### config.mk
export PLATFORM = sky130hd
export DESIGN_NAME = fsqs_front
export DESIGN_NICKNAME = d
export VERILOG_FILES = /design/src/rtl/fsqs_pkg.sv /design/src/rtl/fsqs_front.sv
export SDC_FILE = /design/constraint.sdc
export NUM_CORES = 1
export LEC_CHECK = 0
export BUFFER_PORTS_ARGS = -buffer_cell sky130_fd_sc_hd__buf_2
export CORE_MARGIN = 4
export CORE_UTILIZATION = 50
export DETAILED_ROUTE_END_ITERATION = 6
export PLACE_DENSITY = 0.81
export REMOVE_ABC_BUFFERS = 1
export SYNTH_ARGS = -nofsm -noshare
export SYNTH_HDL_FRONTEND = slang
export SYNTH_SLANG_ARGS = --single-unit
### constraint.sdc
create_clock -name clk -period 12.74 [get_ports clk]
set_input_delay 1.274 -clock clk [delete_from_list [all_inputs] [get_ports clk]]
set_output_delay 1.274 -clock clk [all_outputs]
set_load 0.005 [all_outputs]
### src/rtl/fsqs_pkg.sv
// ----------------------------------------------------------------------------
// fsqs_pkg
// Shared types, sizes and codes of the fair-share queue scheduler.
// ----------------------------------------------------------------------------
package fsqs_pkg;

	localparam int NUM_QUEUES  = 16;
	localparam int QUEUE_DEPTH = 16;
	localparam int TIME_BITS   = 48;

	localparam int QB = $clog2(NUM_QUEUES);
	localparam int DB = $clog2(QUEUE_DEPTH);
	localparam int CB = $clog2(QUEUE_DEPTH + 1);
	localparam int AB = QB + DB;
	localparam int PB = $clog2(NUM_QUEUES * QUEUE_DEPTH + 1);
	localparam int EW = TIME_BITS + 16;

	typedef logic [TIME_BITS-1:0] time_t;

	localparam time_t       TIME_MAX     = '1;
	localparam logic [47:0] WINDOW_RESET = 48'd1000000;

	// operation codes
	localparam logic [1:0] MODE_ENQ  = 2'd0;
	localparam logic [1:0] MODE_DISP = 2'd1;
	localparam logic [1:0] MODE_DONE = 2'd2;
	localparam logic [1:0] MODE_NOP  = 2'd3;

	// result codes
	localparam logic [2:0] RS_ENQUEUED   = 3'd0;
	localparam logic [2:0] RS_FULL       = 3'd1;
	localparam logic [2:0] RS_DISPATCHED = 3'd2;
	localparam logic [2:0] RS_NONE_RUN   = 3'd3;
	localparam logic [2:0] RS_TRIM_EMPTY = 3'd4;
	localparam logic [2:0] RS_BUSY       = 3'd5;
	localparam logic [2:0] RS_COMPLETED  = 3'd6;
	localparam logic [2:0] RS_NO_PEND    = 3'd7;

	// per-queue state codes
	localparam logic [1:0] QS_ABSENT   = 2'd0;
	localparam logic [1:0] QS_RUNNABLE = 2'd1;
	localparam logic [1:0] QS_IDLE     = 2'd2;
	localparam logic [1:0] QS_RUNNING  = 2'd3;

	typedef enum logic [3:0] {
		S_IDLE, S_DEC, S_SCAN, S_EVICT, S_HRD, S_HCK, S_CMP2, S_CMP3,
		S_OVL, S_ORD, S_OCK, S_FIN, S_OUT
	} fsm_t;

	typedef struct packed {
		logic [1:0]  mode;
		logic [3:0]  queue_id;
		logic        droppable;
		logic [15:0] action_tag;
		logic [47:0] now;
	} in_item_t;

	typedef struct packed {
		logic [2:0]  status;
		logic [3:0]  out_queue;
		logic [15:0] out_tag;
		logic [4:0]  dropped_count;
		logic        overloaded;
		logic [8:0]  pending_total;
	} out_item_t;

	function automatic logic [QB-1:0] qid_mod(logic [3:0] id);
		logic [QB+4:0] v;
		v = (QB+5)'(id);
		for (int k = 0; k < 8; k++)
			if (v >= (QB+5)'(NUM_QUEUES)) v = v - (QB+5)'(NUM_QUEUES);
		return v[QB-1:0];
	endfunction

	function automatic logic [DB-1:0] head_inc(logic [DB-1:0] h);
		return (h == DB'(QUEUE_DEPTH - 1)) ? '0 : h + 1'b1;
	endfunction

	function automatic logic [DB-1:0] slot_of(logic [DB-1:0] h, logic [CB-1:0] c);
		logic [CB:0] s;
		s = (CB+1)'(h) + (CB+1)'(c);
		if (s >= (CB+1)'(QUEUE_DEPTH)) s = s - (CB+1)'(QUEUE_DEPTH);
		return s[DB-1:0];
	endfunction

	// head entry older than the window
	function automatic logic is_over(time_t now, time_t t, time_t w);
		return {1'b0, now} > ({1'b0, t} + {1'b0, w});
	endfunction

endpackage

### src/rtl/fsqs_front.sv
// ----------------------------------------------------------------------------
// fsqs_front
// Two-entry input queue between the item port and the sequencer.
// ----------------------------------------------------------------------------
module fsqs_front (
	input  logic               clk,
	input  logic               arst_n,
	input  logic               in_valid,
	output logic               in_stall,
	input  fsqs_pkg::in_item_t in_data,
	output logic               item_valid,
	input  logic               item_pop,
	output fsqs_pkg::in_item_t item
);
	import fsqs_pkg::*;

	in_item_t   buf_q [2];
	logic       wr_ptr_q, rd_ptr_q;
	logic [1:0] cnt_q;
	logic       push, pop;

	assign in_stall   = (cnt_q == 2'd2);
	assign push       = in_valid && !in_stall;
	assign item_valid = (cnt_q != 2'd0);
	assign pop        = item_pop && item_valid;
	assign item       = buf_q[rd_ptr_q];

	always_ff @(posedge clk or negedge arst_n) begin
		if (!arst_n) begin
			wr_ptr_q <= 1'b0;
			rd_ptr_q <= 1'b0;
			cnt_q    <= 2'd0;
		end else begin
			if (push) wr_ptr_q <= !wr_ptr_q;
			if (pop) rd_ptr_q <= !rd_ptr_q;
			cnt_q <= cnt_q + {1'b0, push} - {1'b0, pop};
		end
	end

	always_ff @(posedge clk) begin
		if (push) buf_q[wr_ptr_q] <= in_data;
	end

endmodule

==> qor.yml, run 1 <==
tightest_slew_ns: 1.01
clock_sinks: 146
ctsResizeCount: 0
port_buffers: 147
synth_xor_area_frac: 0.00617
dp.cells: 520
crit_family: "buffers and inverters"
hp-class: "reg2reg"
p_leak_uw: 0.00287
endpoint_kind: "output pin"
finalHoldViolCount: 0
fin_nets: 476
slew_violations: 0
crit_type: "reg2out"
min_from: "cnt_q[0]"
initial_core_util: 0.517
num-fill-cells: 771
io_pins: 148
num_vias: 2655
finalSetupTns_ns: 0
dr.pass1.iters: 4
wl_um: 9590
cts_made_buffers: 17
die_area_um2: 13100
vdd_drop_max_uv: 186
ys_warn_count: 0
antenna_found_initial: 1
setup_viol: 0
cts_max_level: 4
path_max_fanout: 44
grt_max_degree: 72
hold_buffers: 0
synth_compound_area_frac: 0
cp.arrival_ns: 2.50
drive_above_1_share: 0.608
clock.fmax_mhz: 265
synthAdderAreaFrac: 0.00441
netlist_instances: 239
path_buf_inv: 2
period_needed_ns: 3.78
multi_input_area_um2: 1170
grt_setup_unrepaired: "false"
die_w_um: 115
synthesis.area_um2: 5680
ant_nets: 0
layout_commonest_cell: "buf_2"
syn_area_per_cell_um2: 23.8
finClkSkew_ns: 0.0109
viasPerCell: 4.82
diodes: 0
drv_cap: 0
ys_seq_elements: 146
first_iter_violations: 146
synth-simple-area-share: 0.00617
p_per_area_nw_per_um2: 236
crit_start: "rd_ptr_q"
r2r-start: "cnt_q[1]"
ys_types: 16
grt_pass1_wl_um: 14400
fin_cells: 551
cts.path.max_buffers: 2
cp_slowest_cell: "dfrtp_4"
die_h_um: 115
cts_root_buffer: "clkbuf_16"
coreArea_um2: 11000
drc: 0
insertion_delay_ns: 0.40
synth_top_family_by_area: "multiplexers"
slew_headroom: 0.328
grt-ovfl-total: 0
fin_crit_sh: 0.296
muxShareOfSynthArea: 0.186
grt_pass1_vias: 2804
ys_seq_area_frac: 0.769
gr-usage-all-layers: 0.148
cts_tree: "done"
max_stage_delay_ns: 0.78
cts_setup_buffers: 0
final-seq-area_um2: 4370
outcome: "finished clean"
num_rows: 38
clk_pin_slew_ns: 0.06
worstPathCellList: "buf_4 > mux2_2 > buf_2"
wire_per_inst_um: 17.4
area_growth_pct: 24.5
setup.worst_path.start_class: "flip-flop"
cp_data_required_time_ns: 11.47
gp_congestion: 0.725
layout_common_cells: "buf_2 (147), edfxtp_1 (142), mux2_4 (69), clkbuf_16 (17), bufinv_16 (4)"
-- worst register-to-register path, delay by kind of cell, from the launching register on --
family	cells	cell delay [ns]
buffers and inverters	1	0.59
flip-flops	1	0.40
AND/OR/NAND/NOR	3	1.06
-- layer usage --
layer  global-route usage  wire [µm]  share of wire
met5                    0          7        0.00073
met4               0.0538        104          0.011
met3               0.0560        709          0.074
met2                0.241       4890           0.51
met1                0.180       3890           0.40
-- path summary, 6_finish.rpt --
path                                end  slack [ns]  depth (start not counted)
setup / recovery               item[70]        8.96                          3
hold / removal                 cnt_q[0]        0.52                          1
setup reg to reg           buf_q[0][62]       10.29                          4
hold reg to reg                cnt_q[0]        0.52                          1
max in group asynchronous      rd_ptr_q       11.92                          1
min in group asynchronous      wr_ptr_q        0.67                          1
-- cell type report --
cell class,count,share of cell area
inverter,2,0.00106
clock inverter,11,0.0230
timing repair buffer,149,0.106
multi-input combinational,83,0.165
clock buffer,20,0.0618
tap,140,0.0248
sequential,146,0.618
-- cells by family (layout without fill, tap and decap cells) --
| kind of cell | count (synthesis) | in the layout |
|---|---|---|
| xor+xnor | 4 | 4 |
| fa+ha+maj | 2 | 2 |
| buf+inv | 10 | 182 |
| flops | 146 | 146 |
| mux | 71 | 71 |
| simple gates | 6 | 6 |
-- sequential cells by signal, summed over array words and instances, names as in the netlist --
signal	flops
buf_q	142
cnt_q	2
rd_ptr_q	1
wr_ptr_q	1
-- power by group --
group          switching (µW)  leakage [µW]  internal [µW]  total (µW)
Clock                     174      0.000289            325         499
Combinational             194       0.00122            259         453
Sequential               52.8       0.00136            660         713
Total                     421       0.00287           1240        1670
-- synth_stat cells, drive strengths merged --
library cell	count	area share
and3	1	0.0011
xnor2	3	0.0046
nand2	1	0.00066
buf	8	0.027
nor2	1	0.00066
and2	1	0.0015
mux2	71	0.19
edfxtp	142	0.75
or2	1	0.0011
nand2b	1	0.0011
ha	2	0.0044
dfrtp	4	0.018
xor2	1	0.0015
inv	2	0.0013
-- per-stage QoR --
stage                     setup WS [ns]  total power (µW)   util  area [µm²]  hold slack (ns)
final                              8.96              1670  0.643        7070            0.524
after detailed placement           9.36              1190  0.589        6470            0.524
after global placement             9.38              1180  0.589        6470            0.494
after CTS                          8.89              1690  0.643        7070            0.536
after global routing               8.83              1750  0.643        7070            0.563
after floorplan                    7.91              1050      -        5530            0.461
(Power assumes the default switching activity.)
==> inputs of run 2 (changes only) <==
Settings changed: ABC_AREA set to 1, PLACE_DENSITY 0.81 to 0.82.
Clock period 12.74 ns to 3.83 ns, I/O delays scaled along.
==> qor.yml, run 2 <==
die_w_um: 112
num_rows: 37
ys_seq_elements: 146
crit_start: "rd_ptr_q"
netlist_instances: 403
viasPerCell: 4.72
fin_crit_sh: 0.658
min_from: "in_data[12]"
p_leak_uw: 0.00302
grt_pass1_vias: 3336
setup_viol: 0
r2r-start: "cnt_q[1]"
dp_hpwl_um: 6620
synth_top_area_frac: 0.786
ys_warn_count: 0
cts_root_buffer: "clkbuf_8"
largest_register_ffs: 142
io_pins: 148
ys_seq_area_frac: 0.804
wl_um: 10200
post-synth-top-count-cell: "nand2_1"
synth_common_cells: "nand2_1 (226), edfxtp_1 (142), inv_1 (9), buf_6 (8), buf_2 (6)"
num_vias: 3334
setup_ws_ns: 1.31
top_regs: "buf_q: 142 flops, cnt_q: 2 flops"
ys.flop_type: "edfxtp_1"
initial_core_util: 0.519
gp_congestion: 0.752
cts_made_buffers: 17
cts_tree: "done"
slew_headroom: 0.377
insertion_delay_ns: 0.51
ys_types: 11
cts_setup_buffers: 0
slew_violations: 0
dp.cells: 675
vdd_drop_max_uv: 454
finalSetupTns_ns: 0
finClkSkew_ns: 0.00552
coreArea_um2: 10500
gr-usage-all-layers: 0.168
synth_largest_area_cell: "edfxtp_1"
cp_data_required_time_ns: 3.45
layout_commonest_cell: "nand2_1"
path_max_fanout: 43
dr.pass1.iters: 4
cts_max_level: 4
pre_cts_ws_ns: 1.77
drv_cap: 0
finalPower_uw: 5400
antenna_found_initial: 1
grt-ovfl-total: 0
first_iter_violations: 168
diodes: 0
fin_cells: 707
grt_max_degree: 73
outcome: "finished clean"
synthesis.area_um2: 5430
cp.arrival_ns: 2.14
drive_above_1_share: 0.320
period_needed_ns: 2.52
clock.fmax_mhz: 397
ant_nets: 0
regMostFlops: "buf_q"
ys_top_cells_by_area: "edfxtp_1 (79%), nand2_1 (16%), dfrtp_1 (1.8%)"
crit_type: "reg2out"
p_per_area_nw_per_um2: 785
wire_per_inst_um: 14.4
async_flop_share: 0.0274
cts.path.max_buffers: 2
port_buffers: 147
hp-class: "in2reg"
grt_setup_unrepaired: "false"
die_h_um: 112
synth_edf_count: 142
grt_pass1_wl_um: 16200
setup.worst_path.start_class: "flip-flop"
clock_sinks: 146
tightest_slew_ns: 0.932
fin_nets: 636
layout_common_cells: "nand2_1 (226), buf_2 (147), edfxtp_1 (142), clkbuf_16 (16), inv_1 (8)"
ctsResizeCount: 0
syn_area_per_cell_um2: 13.5
endpoint_kind: "output pin"
drc: 0
clk_pin_slew_ns: 0.06
area_growth_pct: 26.7
die_area_um2: 12600
finalHoldViolCount: 0
run 2: cell types whose count changed after synthesis, sizes merged:
| cell | previous run | this run |
|---|---|---|
| mux2 | 71 | 0 |
| buf | 8 | 15 |
| and2 | 1 | 0 |
| and3 | 1 | 0 |
| nand2b | 1 | 0 |
| xnor2 | 3 | 0 |
| nand3 | 0 | 3 |
| inv | 2 | 10 |
| or2 | 1 | 0 |
| nand2 | 1 | 226 |
| xor2 | 1 | 0 |
run 2: layout make-up:
cell class              instances  area [µm²]
clock buffers                  19         422
clock inverters                12         189
multi-input cells             232         900
well taps                     136         170
fillers                       769        3590
inverters                      10        42.5
flip-flops and latches        146        4370
repair buffers                152         788
run 2: what timing repair did:
item                                    CTS  global route
hold endpoints to repair                  4             0
endpoints found under the setup margin    0             0
hold buffers                              1             0
run 2: final timing paths:
| path | to | slack, ns | cells after the start |
|---|---|---|---|
| setup / recovery | item[3] | 1.31 | 4 |
| hold / removal | buf_q[1][12] | 0.05 | 1 |
| setup reg to reg | buf_q[1][63] | 1.77 | 4 |
| hold reg to reg | wr_ptr_q | 0.51 | 2 |
| max in group asynchronous | rd_ptr_q | 3.47 | 2 |
| min in group asynchronous | wr_ptr_q | 0.23 | 2 |
run 2: routing by layer:
metal  track usage  wire, µm  vias up
met5             0         9        -
met4        0.0553       111        2
met3        0.0652       829       12
met2         0.287      5250      123
met1         0.194      4010     1536
li1              -         -     1661
run 2: logic make-up (layout without fill, tap and decap cells):
family | Yosys count | after routing | share of synthesized area
adders and majority gates | 2 | 2 | 0.00461
buffers and inverters | 25 | 193 | 0.0314
DFF | 146 | 146 | 0.804
and+or+nand+nor | 230 | 230 | 0.160
run 2: stage by stage:
| step | hold WS (ns) | util | area (µm²) |
|---|---|---|---|
| CTS | 0.0268 | 0.657 | 6880 |
| detailed placement | 0.194 | 0.598 | 6260 |
| global route | 0.0208 | 0.657 | 6880 |
| finish | 0.0526 | 0.657 | 6880 |
| floorplan | 0.0874 | - | 5300 |
| global placement | 0.190 | 0.598 | 6260 |
run 2: critical path: stages (launching register included):
cell and delay (ns):
dfrtp_2 0.75, buf_4 0.49, nand2_1 0.12, nand2_1 0.11, buf_2 0.11
run 2: power by group:
group / total (µW) / internal [µW] / switching [µW]
sequential: 2310 / 2180 / 130
clock: 1690 / 1110 / 581
combinational: 1390 / 512 / 882
==> inputs of run 3 (changes only) <==
Settings changed: ABC_AREA 1 to 0, PLACE_DENSITY 0.82 to 0.81.
Clock period 3.83 ns to 2.4 ns, I/O delays scaled along.
==> qor.yml, run 3 (synthesis results as in run 1) <==
vdd_drop_max_uv: 917
wl_um: 9540
ant_nets: 0
internal_power_uw: 6720
placed_cell_area_um2: 6540
clk_pin_slew_ns: 0.06
grt-ovfl-total: 0
clock_sinks: 146
antenna_found_initial: 0
combPwrFrac: 0.293
cts_root_buffer: "clkbuf_16"
slew_headroom: 0.647
area_growth_pct: 29.1
setup.worst_path.start_class: "flip-flop"
slew_violations: 0
cts_setup_buffers: 0
multi_input_area_um2: 1170
largest_register_ffs: 142
num_vias: 2774
cts_made_buffers: 17
num_rows: 38
p_per_area_nw_per_um2: 1240
fin_crit_sh: 0.802
top_regs: "buf_q: 142 flops, cnt_q: 2 flops"
die_area_um2: 13100
die_w_um: 115
die_h_um: 115
p_sw_uw: 2350
hp-class: "in2reg"
clock.fmax_mhz: 519
viasPerCell: 4.85
endpoint_kind: "output pin"
diodes: 0
drive_above_1_share: 0.602
drc: 0
cts_max_level: 4
grt_pass1_wl_um: 14300
dp_hpwl_um: 6340
final-seq-area_um2: 4370
port_buffers: 147
grt_max_degree: 44
grt_pass1_vias: 2862
path_max_fanout: 43
ctsResizeCount: 0
num-fill-cells: 733
cts_tree: "done"
clockPowerShare: 0.304
wire_per_inst_um: 16.7
cts.path.max_buffers: 2
cp_data_required_time_ns: 2.16
p_sw_frac: 0.259
initial_core_util: 0.517
dr.pass1.iters: 4
regMostFlops: "buf_q"
power_frac_seq: 0.402
layout_commonest_cell: "buf_2"
p_leak_uw: 0.00298
gr-usage-all-layers: 0.149
insertion_delay_ns: 0.41
crit_type: "reg2out"
fin_area_um2: 7330
layout_common_cells: "buf_2 (147), edfxtp_1 (142), mux2_4 (69), clkbuf_16 (17), dlygate4sd3_1 (16)"
tightest_slew_ns: 0.530
finalPower_uw: 9070
first_iter_violations: 99
grt_setup_unrepaired: "false"
gp_congestion: 0.751
hold_buffers: 15
period_needed_ns: 1.93
setup_viol: 0
fin_nets: 496
finClkSkew_ns: 0.00720
outcome: "finished clean"
finalHoldViolCount: 0
cp.arrival_ns: 1.69
coreArea_um2: 11000
io_pins: 148
drv_cap: 0
run 3: power groups by stage:
stage	Sequential, µW	Combinational, µW	Clock (µW)
2_1_floorplan	3940	1610	0
6_report	3650	2660	2760
3_3_place_gp	3670	2660	0
4_1_cts	3660	2720	2820
3_5_place_dp	3710	2690	0
5_1_grt	3700	2870	2940
run 3: worst paths after layout:
path                                   from            to  slack (ns)  depth (start not counted)
worst max register to register     cnt_q[1]      cnt_q[1]        0.71                          7
min in group asynchronous            arst_n      cnt_q[0]        0.16                          2
max in group asynchronous            arst_n      rd_ptr_q        2.11                          2
worst max-delay path               rd_ptr_q      item[70]        0.47                          3
worst min-delay path            in_data[57]  buf_q[0][57]        0.02                          1
worst min register to register     cnt_q[0]      cnt_q[0]        0.52                          1
run 3: final cells by class:
cell class,count,area share
multi-input cells,83,0.159
flip-flops and latches,146,0.596
clock inverters,15,0.0283
repair buffers,169,0.134
well taps,140,0.0239
clock buffers,17,0.0581
inverters,2,0.00102
run 3: critical path, cell delays in order (launching register included):
cell and delay (ns):
dfrtp_4 0.44, buf_12 0.30, mux2_2 0.37, buf_2 0.12
run 3: metal layers:
| layer | wire length, µm | track usage |
|---|---|---|
| met1 | 3770 | 0.172 |
| met2 | 4930 | 0.251 |
| met3 | 708 | 0.0534 |
| met4 | 136 | 0.0602 |
| met5 | 0 | 0 |
run 3: through the flow:
step	worst slack (ns)	instances	setup TNS [ns]	util	hold slack [ns]
final	0.474	572	0	0.667	0.0200
after global routing	0.421	572	0	0.667	0.00193
after CTS	0.454	571	0	0.666	0.000298
after detailed placement	0.714	524	0	0.595	0.0511
after global placement	0.767	524	0	0.595	0.0482
after floorplan	-1.65	231	-196.97	-	-0.0556
